$ cat src/sv/lsp_pkg.sv
// ----------------------------------------------------------------------------
// lsp_pkg
// Shared types, field widths and constants of the lidar scan packet parser.
// ----------------------------------------------------------------------------
package lsp_pkg;

    // Field widths of the byte and result channels and of the parser registers
    localparam int BYTE_W     = 8;
    localparam int KIND_W     = 2;
    localparam int ANGLE_W    = 17;
    localparam int DIST_W     = 16;
    localparam int INTEN_W    = 8;
    localparam int PNUM_W     = 4;
    localparam int STEP_W     = 10;
    localparam int TURN_W     = 17;
    localparam int START_W    = 16;
    localparam int ACC_W      = 18;
    localparam int COUNT_W    = 5;

    // Defaults for the top-level parameters
    localparam int PACKET_BYTES_DEF = 47;
    localparam int MAX_POINTS_DEF   = 12;

    // Packet framing
    localparam logic [BYTE_W-1:0] SYNC_BYTE = 8'h54;
    localparam int POS_COUNT     = 1;
    localparam int POS_ANGLE_LO  = 4;
    localparam int POS_ANGLE_HI  = 5;
    localparam int POS_FIRST_PT  = 6;
    localparam int BYTES_PER_PT  = 3;
    localparam int WRAP_TURN     = 36000;

    // Register reset values
    localparam logic [STEP_W-1:0] STEP_RESET = 10'd80;
    localparam logic [TURN_W-1:0] TURN_RESET = 17'd36000;

    // Configuration port
    localparam int CFG_IDX_W  = 1;
    localparam int CFG_DATA_W = 17;
    localparam logic [CFG_IDX_W-1:0] CFG_ANGLE_STEP = 1'b0;
    localparam logic [CFG_IDX_W-1:0] CFG_FULL_TURN  = 1'b1;

    // Result kinds
    typedef enum logic [KIND_W-1:0] {
        KIND_POINT   = 2'd0,
        KIND_SCAN    = 2'd1,
        KIND_DROPPED = 2'd2
    } t_result_kind;

    // Phase of a byte within one point record
    typedef enum logic [1:0] {
        PH_DIST_LO = 2'd0,
        PH_DIST_HI = 2'd1,
        PH_INTEN   = 2'd2
    } t_point_phase;

endpackage

$ cat src/sv/lsp_byte_if.sv
// ----------------------------------------------------------------------------
// lsp_byte_if
// Valid/ready channel carrying one received byte per request.
// ----------------------------------------------------------------------------
interface lsp_byte_if;
    logic                          valid;
    logic                          ready;
    logic [lsp_pkg::BYTE_W-1:0]    rx_byte;

    modport source (output valid, output rx_byte, input ready);
    modport sink   (input valid, input rx_byte, output ready);
endinterface

$ cat src/sv/lsp_result_if.sv
// ----------------------------------------------------------------------------
// lsp_result_if
// Valid/ready channel carrying one parser result per request.
// ----------------------------------------------------------------------------
interface lsp_result_if;
    logic                          valid;
    logic                          ready;
    logic [lsp_pkg::KIND_W-1:0]    result_kind;
    logic [lsp_pkg::ANGLE_W-1:0]   point_angle;
    logic [lsp_pkg::DIST_W-1:0]    point_distance;
    logic [lsp_pkg::INTEN_W-1:0]   point_intensity;
    logic [lsp_pkg::PNUM_W-1:0]    point_number;
    logic                          last_of_packet;

    modport source (output valid, output result_kind, output point_angle,
                    output point_distance, output point_intensity,
                    output point_number, output last_of_packet, input ready);
    modport sink   (input valid, input result_kind, input point_angle,
                    input point_distance, input point_intensity,
                    input point_number, input last_of_packet, output ready);
endinterface

$ cat src/sv/lidar_scan_packet_parser.sv
// ----------------------------------------------------------------------------
// lidar_scan_packet_parser
// Byte-stream parser for a rotating lidar: emits points, scan-complete
// markers and bad-count drop notices.
// ----------------------------------------------------------------------------
// Usage:
//   i_byte_if   - one lidar byte per request (valid/ready).
//   o_result_if - at most one result per accepted byte: a point, a
//                 scan-complete marker or a dropped-packet notice.
//   i_cfg_*     - write port for angle_step (index 0) and full_turn (1);
//                 write only while the parser is idle.
// Output: a result is registered and appears on o_result_if in the cycle
//   after the byte that causes it is accepted (the intensity byte for a
//   point, the high angle byte for a scan marker, the count byte for a drop).
// Throughput: one byte per cycle. The whole byte update sits between the
//   input handshake and one output register; the byte input stays ready
//   while that register is empty or is being taken in the same cycle.
// Stall: when the receiver holds ready low with a result waiting, byte
//   input stops until the result is taken; nothing is lost.
// Reset: synchronous, active low; byte input is held off during reset, the
//   parser hunts for the sync byte, the next packet counts as a first packet
//   and the registers return to angle_step 80 and full_turn 36000.
// ----------------------------------------------------------------------------
module lidar_scan_packet_parser #(
    parameter int PACKET_BYTES = lsp_pkg::PACKET_BYTES_DEF,
    parameter int MAX_POINTS   = lsp_pkg::MAX_POINTS_DEF
) (
    input  logic                             i_clk,
    input  logic                             i_rst_n,
    lsp_byte_if.sink                         i_byte_if,
    lsp_result_if.source                     o_result_if,
    input  logic                             i_cfg_we,
    input  logic [lsp_pkg::CFG_IDX_W-1:0]    i_cfg_index,
    input  logic [lsp_pkg::CFG_DATA_W-1:0]   i_cfg_data
);

    localparam int POS_W   = $clog2(PACKET_BYTES);
    localparam int FIT_PTS = (PACKET_BYTES - lsp_pkg::POS_FIRST_PT) / lsp_pkg::BYTES_PER_PT;
    localparam int CAP     = (FIT_PTS < MAX_POINTS) ? FIT_PTS : MAX_POINTS;
    localparam logic [lsp_pkg::COUNT_W-1:0] CAP_V = lsp_pkg::COUNT_W'(CAP);

    // Configuration registers
    logic [lsp_pkg::STEP_W-1:0]  r_step;
    logic [lsp_pkg::TURN_W-1:0]  r_full_turn;

    // Parser state
    logic                          r_in_packet, n_in_packet;
    logic [POS_W-1:0]              r_pos, n_pos;
    logic [lsp_pkg::COUNT_W-1:0]   r_count, n_count;
    logic [lsp_pkg::START_W-1:0]   r_start, n_start;
    logic [lsp_pkg::START_W-1:0]   r_prev, n_prev;
    logic [lsp_pkg::ACC_W-1:0]     r_acc, n_acc;
    logic                          r_first, n_first;
    logic                          r_discard, n_discard;
    logic [lsp_pkg::DIST_W-1:0]    r_dist, n_dist;
    logic [lsp_pkg::COUNT_W-1:0]   r_idx, n_idx;
    lsp_pkg::t_point_phase         r_phase, n_phase;

    // Result register
    logic                          r_out_valid, n_out_valid;
    lsp_pkg::t_result_kind         r_kind, n_kind;
    logic [lsp_pkg::ANGLE_W-1:0]   r_angle, n_angle;
    logic [lsp_pkg::DIST_W-1:0]    r_out_dist, n_out_dist;
    logic [lsp_pkg::INTEN_W-1:0]   r_inten, n_inten;
    logic [lsp_pkg::PNUM_W-1:0]    r_pnum, n_pnum;
    logic                          r_last, n_last;

    logic                          w_take;
    logic                          w_emit;
    logic [lsp_pkg::BYTE_W-1:0]    w_b;
    logic [POS_W:0]                w_pos_inc;
    logic [lsp_pkg::START_W-1:0]   w_start_full;
    logic signed [lsp_pkg::ACC_W-1:0] w_diff;
    logic signed [lsp_pkg::ACC_W-1:0] w_wrap;
    logic [lsp_pkg::START_W-1:0]   w_delta;
    logic [lsp_pkg::ACC_W-1:0]     w_sum;
    logic [lsp_pkg::PNUM_W+lsp_pkg::STEP_W-1:0] w_offset;

    // Handshake: input flows out of reset while the result slot is free or draining
    assign i_byte_if.ready = i_rst_n && (!r_out_valid || o_result_if.ready);
    assign w_take          = i_byte_if.valid && i_byte_if.ready;
    assign w_b             = i_byte_if.rx_byte;

    assign o_result_if.valid           = r_out_valid;
    assign o_result_if.result_kind     = r_kind;
    assign o_result_if.point_angle     = r_angle;
    assign o_result_if.point_distance  = r_out_dist;
    assign o_result_if.point_intensity = r_inten;
    assign o_result_if.point_number    = r_pnum;
    assign o_result_if.last_of_packet  = r_last;

    // Angle and turn arithmetic
    assign w_pos_inc    = {1'b0, r_pos} + (POS_W+1)'(1);
    assign w_start_full = {w_b, r_start[lsp_pkg::BYTE_W-1:0]};
    assign w_diff       = signed'({2'b00, w_start_full}) - signed'({2'b00, r_prev});
    always_comb begin
        w_wrap = w_diff;
        if (w_diff < 0) begin
            w_wrap = w_diff + lsp_pkg::ACC_W'(lsp_pkg::WRAP_TURN);
        end
    end
    assign w_delta  = (w_wrap < 0) ? '0 : w_wrap[lsp_pkg::START_W-1:0];
    assign w_sum    = r_acc + {2'b00, w_delta};
    assign w_offset = r_idx[lsp_pkg::PNUM_W-1:0] * r_step;

    // Next-state logic for one accepted byte
    always_comb begin
        n_in_packet = r_in_packet;
        n_pos       = r_pos;
        n_count     = r_count;
        n_start     = r_start;
        n_prev      = r_prev;
        n_acc       = r_acc;
        n_first     = r_first;
        n_discard   = r_discard;
        n_dist      = r_dist;
        n_idx       = r_idx;
        n_phase     = r_phase;
        w_emit      = 1'b0;
        n_kind      = lsp_pkg::KIND_POINT;
        n_angle     = '0;
        n_out_dist  = '0;
        n_inten     = '0;
        n_pnum      = '0;
        n_last      = 1'b0;

        if (w_take) begin
            if (!r_in_packet) begin
                // Hunting for sync
                if (w_b == lsp_pkg::SYNC_BYTE) begin
                    n_in_packet = 1'b1;
                    n_pos       = POS_W'(1);
                    n_discard   = 1'b0;
                    n_count     = '0;
                    n_idx       = '0;
                    n_phase     = lsp_pkg::PH_DIST_LO;
                end
            end else begin
                if (r_pos == POS_W'(lsp_pkg::POS_COUNT)) begin
                    // Point count, drop when over capacity
                    n_count = w_b[lsp_pkg::COUNT_W-1:0];
                    if (w_b[lsp_pkg::COUNT_W-1:0] > CAP_V) begin
                        n_discard = 1'b1;
                        w_emit    = 1'b1;
                        n_kind    = lsp_pkg::KIND_DROPPED;
                    end
                end else if (r_pos == POS_W'(lsp_pkg::POS_ANGLE_LO)) begin
                    n_start = {8'h00, w_b};
                end else if (r_pos == POS_W'(lsp_pkg::POS_ANGLE_HI)) begin
                    // Start angle complete: update turn accumulator
                    n_start = w_start_full;
                    if (!r_discard) begin
                        if (r_first) begin
                            n_first = 1'b0;
                            n_prev  = w_start_full;
                        end else if (w_sum >= {1'b0, r_full_turn}) begin
                            w_emit    = 1'b1;
                            n_kind    = lsp_pkg::KIND_SCAN;
                            n_acc     = '0;
                            n_first   = 1'b1;
                            n_discard = 1'b1;
                        end else begin
                            n_acc  = w_sum;
                            n_prev = w_start_full;
                        end
                    end
                end else if (r_pos >= POS_W'(lsp_pkg::POS_FIRST_PT)) begin
                    // Point bytes
                    if (!r_discard && (r_idx < r_count)) begin
                        case (r_phase)
                            lsp_pkg::PH_DIST_LO: n_dist = {8'h00, w_b};
                            lsp_pkg::PH_DIST_HI: n_dist = {w_b, r_dist[lsp_pkg::BYTE_W-1:0]};
                            lsp_pkg::PH_INTEN: begin
                                w_emit     = 1'b1;
                                n_kind     = lsp_pkg::KIND_POINT;
                                n_angle    = {1'b0, r_start}
                                           + lsp_pkg::ANGLE_W'(w_offset);
                                n_out_dist = r_dist;
                                n_inten    = w_b;
                                n_pnum     = r_idx[lsp_pkg::PNUM_W-1:0];
                                n_last     = (r_idx + lsp_pkg::COUNT_W'(1)) == r_count;
                            end
                            default: n_dist = r_dist;
                        endcase
                    end
                    case (r_phase)
                        lsp_pkg::PH_DIST_LO: n_phase = lsp_pkg::PH_DIST_HI;
                        lsp_pkg::PH_DIST_HI: n_phase = lsp_pkg::PH_INTEN;
                        default: begin
                            n_phase = lsp_pkg::PH_DIST_LO;
                            n_idx   = r_idx + lsp_pkg::COUNT_W'(1);
                        end
                    endcase
                end

                // Packet end
                if (w_pos_inc >= (POS_W+1)'(PACKET_BYTES)) begin
                    n_in_packet = 1'b0;
                    n_pos       = '0;
                end else begin
                    n_pos = w_pos_inc[POS_W-1:0];
                end
            end
        end
    end

    // Result slot occupancy
    always_comb begin
        n_out_valid = r_out_valid && !o_result_if.ready;
        if (w_emit) begin
            n_out_valid = 1'b1;
        end
    end

    // Control registers
    always_ff @(posedge i_clk) begin
        if (!i_rst_n) begin
            r_step      <= lsp_pkg::STEP_RESET;
            r_full_turn <= lsp_pkg::TURN_RESET;
            r_in_packet <= 1'b0;
            r_pos       <= '0;
            r_count     <= '0;
            r_acc       <= '0;
            r_first     <= 1'b1;
            r_discard   <= 1'b0;
            r_idx       <= '0;
            r_phase     <= lsp_pkg::PH_DIST_LO;
            r_out_valid <= 1'b0;
        end else begin
            if (i_cfg_we) begin
                case (i_cfg_index)
                    lsp_pkg::CFG_ANGLE_STEP: r_step <= i_cfg_data[lsp_pkg::STEP_W-1:0];
                    lsp_pkg::CFG_FULL_TURN:  r_full_turn <= i_cfg_data[lsp_pkg::TURN_W-1:0];
                    default: r_step <= r_step;
                endcase
            end
            r_in_packet <= n_in_packet;
            r_pos       <= n_pos;
            r_count     <= n_count;
            r_acc       <= n_acc;
            r_first     <= n_first;
            r_discard   <= n_discard;
            r_idx       <= n_idx;
            r_phase     <= n_phase;
            r_out_valid <= n_out_valid;
        end
    end

    // Payload registers
    always_ff @(posedge i_clk) begin
        r_start <= n_start;
        r_prev  <= n_prev;
        r_dist  <= n_dist;
        if (w_emit) begin
            r_kind     <= n_kind;
            r_angle    <= n_angle;
            r_out_dist <= n_out_dist;
            r_inten    <= n_inten;
            r_pnum     <= n_pnum;
            r_last     <= n_last;
        end
    end

endmodule
$ cat src/flat_wrapper.sv
// flat-port wrapper written by rule: the top's interface ports become plain ports
module lidar_scan_packet_parser_flat 
#(
    parameter int PACKET_BYTES = lsp_pkg::PACKET_BYTES_DEF,
    parameter int MAX_POINTS   = lsp_pkg::MAX_POINTS_DEF
)
  (i_clk, i_rst_n, i_cfg_we, i_cfg_index, i_cfg_data, i_byte_if_valid, i_byte_if_rx_byte, i_byte_if_ready, o_result_if_valid, o_result_if_result_kind, o_result_if_point_angle, o_result_if_point_distance, o_result_if_point_intensity, o_result_if_point_number, o_result_if_last_of_packet, o_result_if_ready);
  lsp_byte_if i_byte_if_i ();
  lsp_result_if o_result_if_i ();
  input  logic i_clk;
  input  logic i_rst_n;
  input  logic i_cfg_we;
  input  logic [lsp_pkg::CFG_IDX_W-1:0] i_cfg_index;
  input  logic [lsp_pkg::CFG_DATA_W-1:0] i_cfg_data;
  input wire logic [$bits(i_byte_if_i.valid)-1:0] i_byte_if_valid;
  input wire logic [$bits(i_byte_if_i.rx_byte)-1:0] i_byte_if_rx_byte;
  output wire logic [$bits(i_byte_if_i.ready)-1:0] i_byte_if_ready;
  output wire logic [$bits(o_result_if_i.valid)-1:0] o_result_if_valid;
  output wire logic [$bits(o_result_if_i.result_kind)-1:0] o_result_if_result_kind;
  output wire logic [$bits(o_result_if_i.point_angle)-1:0] o_result_if_point_angle;
  output wire logic [$bits(o_result_if_i.point_distance)-1:0] o_result_if_point_distance;
  output wire logic [$bits(o_result_if_i.point_intensity)-1:0] o_result_if_point_intensity;
  output wire logic [$bits(o_result_if_i.point_number)-1:0] o_result_if_point_number;
  output wire logic [$bits(o_result_if_i.last_of_packet)-1:0] o_result_if_last_of_packet;
  input wire logic [$bits(o_result_if_i.ready)-1:0] o_result_if_ready;
  assign i_byte_if_i.valid = i_byte_if_valid;
  assign i_byte_if_i.rx_byte = i_byte_if_rx_byte;
  assign i_byte_if_ready = i_byte_if_i.ready;
  assign o_result_if_valid = o_result_if_i.valid;
  assign o_result_if_result_kind = o_result_if_i.result_kind;
  assign o_result_if_point_angle = o_result_if_i.point_angle;
  assign o_result_if_point_distance = o_result_if_i.point_distance;
  assign o_result_if_point_intensity = o_result_if_i.point_intensity;
  assign o_result_if_point_number = o_result_if_i.point_number;
  assign o_result_if_last_of_packet = o_result_if_i.last_of_packet;
  assign o_result_if_i.ready = o_result_if_ready;
  lidar_scan_packet_parser #(.PACKET_BYTES(PACKET_BYTES), .MAX_POINTS(MAX_POINTS)) u_core (.i_clk(i_clk), .i_rst_n(i_rst_n), .i_byte_if(i_byte_if_i), .o_result_if(o_result_if_i), .i_cfg_we(i_cfg_we), .i_cfg_index(i_cfg_index), .i_cfg_data(i_cfg_data));
endmodule
$ cat config.mk
export PLATFORM = sky130hd
export DESIGN_NAME = lidar_scan_packet_parser_flat
export DESIGN_NICKNAME = d
export VERILOG_FILES = /design/src/sv/lsp_pkg.sv /design/src/sv/lsp_byte_if.sv /design/src/sv/lsp_result_if.sv /design/src/sv/lidar_scan_packet_parser.sv /design/src/flat_wrapper.sv
export SDC_FILE = /design/constraint.sdc
export NUM_CORES = 1
export LEC_CHECK = 0
export ABC_CLOCK_PERIOD_IN_PS = 13300
export BUFFER_PORTS_ARGS = -buffer_cell sky130_fd_sc_hd__buf_2
export CAP_MARGIN = 20
export CORE_MARGIN = 5
export CORE_UTILIZATION = 45
export CTS_BUF_LIST = sky130_fd_sc_hd__clkbuf_8
export DETAILED_ROUTE_END_ITERATION = 8
export PLACE_DENSITY = 0.61
export SETUP_SLACK_MARGIN = 0.5
export SKIP_LAST_GASP = 1
export SLEW_MARGIN = 20
export SYNTH_ARGS = -nofsm -noshare
export SYNTH_HDL_FRONTEND = slang
export SYNTH_SLANG_ARGS = --single-unit
$ cat constraint.sdc
create_clock -name i_clk -period 13.3 [get_ports i_clk]
set_input_delay 1.33 -clock i_clk [delete_from_list [all_inputs] [get_ports i_clk]]
set_output_delay 1.33 -clock i_clk [all_outputs]
set_load 0.1 [all_outputs]
==> summary.md, run 1 <==
| Metric | Value |
|---|---|
| Status | completed |
| Setup Skew | 23.77 ps |
| CP max stage delay | 760 ps |
| Fin crit share | 63.02% |
| Final HPWL DP | 17930 µm |
| Synth Net Count | 1186 |
| Initial antenna violation count | 0 |
| Final Hold Fails | 0 |
| Layout filler cell count | 2111 |
| Die height | 160.3 µm |
| Clock Sinks | 163 |
| Syn Area/Cell | 9.760 µm² |
| Power per cell area | 89.32 mW/mm² |
| Slew Limit Fails | 0 |
| Ys Warns | 0 |
| Diode count | 0 |
| Final setup TNS | 0 ps |
| Clk slew on worst S/H paths | 100 ps |
| Compound-Gate Fraction of Synth Area | 15.15% |
| Share of cells above drive strength 1 | 11.63% |
| IO buf count | 80 |
| CORE AREA | 0.02243 mm² |
| WP data required | 13400 ps |
| Max Cap Viol | 0 |
| Yosys top cell area share | 28.35% |
| Slew margin rel. | 31.28% |
| HP Class | flop to flop |
| Setup bufs post-CTS | 0 |
| Clock Tree Buf Depth | 2 |
| Die ar. | 0.02571 mm² |
| P_leak | 4.548 nW |
| FMAX | 119.3 MHz |
| Final setup fails | 0 |
| Hold Slack | 457.9 ps |
| Io pins | 81 |
| Global-route wire length before repair | 38920 µm |
| Peak supply drop | 0.07367 mV |
| P&R area growth vs syn | 10.35% |
| Critical Path Start Type | input port |
| CP dominant cell by count | a21oi_1 |
| Crit path max-delay cell type | inv_2 |
| Synth Area in XOR/XNOR | 4.134% |
| CTS Hold Bufs | 0 |
| Clock root buffer | clkbuf_8 |
| DIE WIDTH | 160.3 µm |
| Top FF cell, synth | edfxtp_1 |
| Async set-reset flop share out of synthesis | 0% |
| Final net count | 1257 |
| Sequential-to-total area share from yosys stat | 41.54% |
| DRC errors left | 0 |
| Antenna Nets Post-Route | 0 |
| Final Wtd Congestion | 0.8822 |
| Vias in the first global route | 7403 |
| Clock buffer count from CTS | 17 |
| Post-Syn Area | 0.01017 mm² |
| Starting Density | 45.33% |
| Flops & latches, synth | 163 |
| Most area-consuming cells after synthesis | edfxtp_1 (28%), dfxtp_1 (13%), ha_1 (10%) |
| Final WL | 23810 µm |
| Vias/cell | 5.395 |
| Setup crit end kind | flop |
| Worst setup path class | input port to flop |
| WL/cell | 16.87 µm |
| Largest net degree at the start of global routing | 49 |
| Synth Area in Simple Gates | 18.10% |
| Post-Synth Adder-Cell Area | 16.04% |
| Clk_lat worst skew | 480 ps |
| Unrepaired setup endpoints after global routing | no |
| DR pass1 iterations | 5 |
| Arr. time, crit path | 8480 ps |
| CTS tree | done |
| Multi-input gate area | 0.005474 mm² |
| Synth unique cells | 68 |
| DRT iter0 DRCs | 471 |
| Largest family of logic cells by synthesized area | simple AND/OR/NAND/NOR gates |
| Post-Syn Instances | 1042 |
| Tmin final | 8382 ps |
| All-layer global routing usage | 18.77% |
| Post-synth top area cell | edfxtp_1 |
| Number of synthesized flops with an enable pin | 96 |
| Slew @ Worst Pin | 1027 ps |
| Multiplexer share of the synthesized area | 0.2953% |
| Vias | 7613 |
| CP max FO | 48 |
| Post-CTS Resized | 0 |
| FP Rows | 55 |
| Register Area | 0.004224 mm² |
| H-tree Lvls | 4 |
| Total global routing overflow | 0 |
[registers in the layout, summed over array words and instances, names as in the netlist, 6 cells and up]
name / count
u_core.r_acc: 18
u_core.o_result_if.point_angle: 17
u_core.r_full_turn: 17
u_core.o_result_if.point_distance: 16
u_core.r_dist: 16
u_core.r_prev: 16
u_core.r_start: 16
u_core.r_step: 10
u_core.o_result_if.point_intensity: 8
u_core.r_pos: 6
[worst max-delay path, delay by kind of cell]
| family | cells | cell delay [ps] |
|---|---|---|
| xor+xnor | 1 | 220 |
| buf+inv | 4 | 1060 |
| fa+ha+maj | 4 | 1160 |
| compound gates | 13 | 3470 |
| simple gates | 7 | 1170 |
[layer usage]
layer	track usage [%]	part of all wire, %	routed length [µm]
met5	0	0	0
met2	30.35	46	11010
met1	25.61	46	11040
met3	3.618	5.2	1231
met4	6.023	2.2	529
[synth_stat cells, types with 8 or more instances]
master	count
nand3_1	26
o21ai_0	25
nand2b_1	15
fa_1	29
inv_1	93
o21a_1	13
xnor2_1	27
edfxtp_1	96
nor4_1	8
ha_1	84
a31oi_1	8
xor2_1	21
nor2b_1	20
a22o_1	16
nor2_1	70
clkbuf_1	24
dfxtp_1	67
nand2_1	104
a21o_1	17
and3_1	8
nor3_1	22
and2_1	71
o211ai_1	9
a21oi_1	65
[logic make-up after synthesis]
group / after synthesis
fa+ha+maj: 113
compound gates: 223
buf+inv: 124
mux: 3
flops: 163
simple gates: 368
xor+xnor: 48
[metrics by stage]
| stage | power, mW | area (µm²) | instances | worst slack [ps] | util [%] |
|---|---|---|---|---|---|
| after detailed placement | 0.6404 | 10830 | 1379 | 4426 | 48.26 |
| after floorplan | 0.6125 | 10170 | 1042 | 5419 | - |
| final | 1.002 | 11220 | 1411 | 4918 | 50.02 |
| after CTS | 1.011 | 11220 | 1411 | 4877 | 50.02 |
| after global placement | 0.6390 | 10830 | 1379 | 4593 | 48.26 |
| after global routing | 1.042 | 11220 | 1411 | 4125 | 50.02 |
[path summary, 6_finish.rpt]
path                         start                           endpoint  slack (ps)  cells past startpoint
min reg2reg  u_core.r_full_turn[2]              u_core.r_full_turn[2]         460                      2
min          u_core.r_full_turn[2]              u_core.r_full_turn[2]         460                      2
max           i_byte_if_rx_byte[0]  u_core.o_result_if.point_angle[6]        4920                     29
max reg2reg      u_core.r_start[0]  u_core.o_result_if.point_angle[6]        5110                     32
[where the power goes]
part	internal (mW)	switching, mW	total (mW)	leakage [nW]
clock	0.142	0.231	0.373	0.194
combinational	0.0342	0.0584	0.0926	3.02
sequential	0.533	0.00313	0.537	1.34
total	0.709	0.293	1.00	4.55
[layout by cell type (no fill, tap or decap), types with 6 or more instances in the layout]
cell and n:
a211oi_1 7, a21o_1 17, a21oi_1 65, a22o_1 16, a22oi_1 7, a31oi_1 8, and2_1 72, and3_1 8
buf_2 80, clkbuf_8 17, dfxtp_1 67, edfxtp_1 96, fa_1 29, ha_1 84, inv_1 92, nand2_1 104
nand2b_1 15, nand3_1 26, nor2_1 70, nor2b_1 20, nor3_1 21, nor4_1 7, o2111ai_1 6, o211ai_1 9
o21a_1 13, o21ai_0 25, o21bai_1 6, o31a_1 6, xnor2_1 27, xor2_1 21
[cell type report]
type,instances,share of cell area [%]
multi-input combinational,755,48.78
tap,285,3.178
timing repair buffer,83,3.769
clock buffer,17,2.085
inverter,93,3.111
sequential,163,37.64
clock inverter,15,1.438
No activity file was read; power rests on OpenSTA's default activity.
==> run 2: changes to the inputs <==
--- a/config.mk
+++ b/config.mk
@@ -5,14 +5,14 @@
 export SDC_FILE = /design/constraint.sdc
 export NUM_CORES = 1
 export LEC_CHECK = 0
-export ABC_CLOCK_PERIOD_IN_PS = 13300
+export ABC_CLOCK_PERIOD_IN_PS = 7600
 export BUFFER_PORTS_ARGS = -buffer_cell sky130_fd_sc_hd__buf_2
 export CAP_MARGIN = 20
 export CORE_MARGIN = 5
 export CORE_UTILIZATION = 45
 export CTS_BUF_LIST = sky130_fd_sc_hd__clkbuf_8
 export DETAILED_ROUTE_END_ITERATION = 8
-export PLACE_DENSITY = 0.61
+export PLACE_DENSITY = 0.63
 export SETUP_SLACK_MARGIN = 0.5
 export SKIP_LAST_GASP = 1
 export SLEW_MARGIN = 20
==> constraint.sdc (replaced) <==
create_clock -name i_clk -period 7.6 [get_ports i_clk]
set_input_delay 0.76 -clock i_clk [delete_from_list [all_inputs] [get_ports i_clk]]
set_output_delay 0.76 -clock i_clk [all_outputs]
set_load 0.1 [all_outputs]
==> summary.md, run 2 (same netlist as run 1, synthesis figures left out) <==
| Metric | Value |
|---|---|
| Reg with most FFs | u_core.r_acc |
| H-tree Lvls | 4 (unchanged) |
| Final HPWL DP | 17190 µm (-4.2%) |
| Setup Skew | 15.36 ps (-8.417 ps) |
| DR pass1 iterations | 5 (unchanged) |
| Final WL | 23740 µm (-0.29%) |
| Most frequent cells in the layout | nand2_1 (104), edfxtp_1 (96), inv_1 (91) |
| Reg2Reg Setup Slack | 800 ps (-4310 ps) |
| Global-route wire length before repair | 37510 µm (-3.6%) |
| DP Area | 0.01091 mm² (+0.81%) |
| Total global routing overflow | 0 (unchanged) |
| Diode count | 0 (unchanged) |
| P_leak | 4.785 nW (+5.2%) |
| Critical Path Start Type | flop |
| End of the critical path | u_core.o_result_if.point_angle[0] |
| Met3 wire length | 979 µm (-20%) |
| HP Class | flop to flop |
| Final Wtd Congestion | 0.8701 (-1.4%) |
| R2R depth | 33 (+3.1%) |
| Wl on met1 | 11070 µm (+0.33%) |
| Seq pwr share | 52.4% (-1.1 points) |
| Hold Slack | 461.4 ps (+3.453 ps) |
| Clock Power Share | 37.1% (about the same) |
| CP dominant cell by count | buf_6 |
| CORE AREA | 0.02243 mm² (unchanged) |
| Power per cell area | 151.8 mW/mm² (+70%) |
| FMAX | 147.1 MHz |
| Final core utilization | 52.62% (+2.6 points) |
| Max Cap Viol | 0 (unchanged) |
| IO buf count | 80 (unchanged) |
| CP max stage delay | 490 ps (-270 ps) |
| Setup crit end kind | flop |
| RR Endpoint | u_core.o_result_if.point_angle[0] |
| Worst Path Buf+Inv | 9 (+5) |
| Final setup fails | 0 (unchanged) |
| Vias/cell | 5.365 (-0.56%) |
| Slew Limit Fails | 0 (unchanged) |
| Final net count | 1288 (+2.5%) |
| Top sig layer | met4 |
| Initial antenna violation count | 0 (unchanged) |
| Fin crit share | 89.43% |
| Final Hold Fails | 0 (unchanged) |
| Share of cells above drive strength 1 | 17.20% (+5.6 points) |
| WL/cell | 16.46 µm (-2.4%) |
| Unrepaired setup endpoints after global routing | no |
| CP delay by family, top | compound AO/OA/AOI/OAI gates |
| Clock root buffer | clkbuf_8 |
| Net Sw Frac | 26.70% (-2.5 points) |
| Largest net degree at the start of global routing | 49 (unchanged) |
| DRC errors left | 0 (unchanged) |
| Pre-CTS WS | 92.96 ps (-4333 ps) |
| Clock buffer count from CTS | 17 (unchanged) |
| Arr. time, crit path | 7030 ps (-1450 ps) |
| CTS tree | done |
| P&R area growth vs syn | 16.08% |
| Clk slew on worst S/H paths | 90 ps (about the same) |
| Die ar. | 0.02571 mm² (unchanged) |
| DRT iter0 DRCs | 454 (-3.6%) |
| Final instance area | 0.01181 mm² (+5.2%) |
| CTS Hold Bufs | 0 (unchanged) |
| Vias in the first global route | 7440 (+0.50%) |
| Status | completed |
| Io pins | 81 (unchanged) |
| Setup ws final | 803.4 ps (-4115 ps) |
| Logic gate share of total power | 10.5% (+1.3 points) |
| Clk_lat worst skew | 460 ps (-20 ps) |
| Starting Density | 45.33% (unchanged) |
| WP data required | 7830 ps (-5570 ps) |
| Crit path max-delay cell type | edfxtp_1 |
| Vias | 7737 (+1.6%) |
| Peak supply drop | 0.1172 mV (+59%) |
| All-layer global routing usage | 17.84% (-0.94 points) |
| CP max FO | 9 (-81%) |
| CP startpoint | u_core.r_start[1] |
| Tmin final | 6797 ps |
| Clock Tree Buf Depth | 2 (unchanged) |
| Met2 routed WL | 11220 µm (+1.9%) |
| Slew @ Worst Pin | 1045 ps (+17.91 ps) |
| Final setup TNS | 0 ps (unchanged) |
| Switching power | 0.4784 mW (+63%) |
| Max FFs per register | 18 (unchanged) |
| Slew margin rel. | 30.30% (-0.98 points) |
| Die height | 160.3 µm (unchanged) |
| Int Pwr | 1.313 mW (+85%) |
| DIE WIDTH | 160.3 µm (unchanged) |
| Clock Sinks | 163 (unchanged) |
| Worst setup path class | flop to flop |
| Most common cell after layout, fill and taps aside | nand2_1 |
| FP Rows | 55 (unchanged) |
| Antenna Nets Post-Route | 0 (unchanged) |
| Worst path depth | 33 (+14%) |
| FF-to-FF Start | u_core.r_start[1] |
-- run 2: changes by cell type in the layout (fill, tap and decap cells not counted), moves of 4 or more --
cell	before	now
a21oi_1	65	59
a21oi_2	1	7
buf_4	3	21
buf_6	0	9
ha_1	84	78
ha_2	0	4
-- run 2: layout make-up --
type	instances	area, µm²
clock buffers	17	234.0
clock inverters	15	173.9
fillers	2030	10630
inverters	93	352.8
multi-input cells	755	5714
flip-flops and latches	163	4224
well taps	285	356.6
repair buffers	114	749.5
-- run 2: worst min-delay path, cell delays in order (launching register included) --
cell	delay, ps
dfxtp_1	320
nand2_1	50
a21oi_1	50
-- run 2: through the flow --
stage / instances / power [mW]
detailed placement: 1387 / 1.121
global placement: 1387 / 1.118
global route: 1442 / 1.867
finish: 1442 / 1.791
CTS: 1421 / 1.790
floorplan: 1042 / 1.072
-- run 2: power by group through the flow --
stage	Clock (mW)	Combinational, mW	Sequential [mW]
floorplan	0	0.115	0.957
global placement	0	0.159	0.959
detailed placement	0	0.161	0.960
CTS	0.685	0.166	0.939
global route	0.719	0.207	0.941
finish	0.665	0.187	0.939
-- run 2: repair_timing --
action                     4_1_cts  5_1_grt
buffers inserted                 2       15
cloned                           0        6
pin swaps                        3       25
gates resized for setup          7       46
setup endpoints to repair       64       85
-- run 2: per-layer routing --
layer  track usage (%)  vias up
li1                  -     3872
met3             3.310       27
met1             23.80     3661
met2             30.10      177
met4             4.615        0
met5                 0        -
-- run 2: worst min path at each step --
stage | start | end | slack, ps | depth (start not counted)
after global placement | u_core.r_full_turn[12] | u_core.r_full_turn[12] | 440 | 2
after CTS | u_core.r_full_turn[9] | u_core.r_full_turn[9] | 460 | 2
after floorplan | u_core.r_full_turn[12] | u_core.r_full_turn[12] | 440 | 2
final | u_core.r_full_turn[16] | u_core.r_full_turn[16] | 460 | 2
after detailed placement | u_core.r_full_turn[9] | u_core.r_full_turn[9] | 450 | 2
after global routing | u_core.r_full_turn[9] | u_core.r_full_turn[9] | 480 | 2
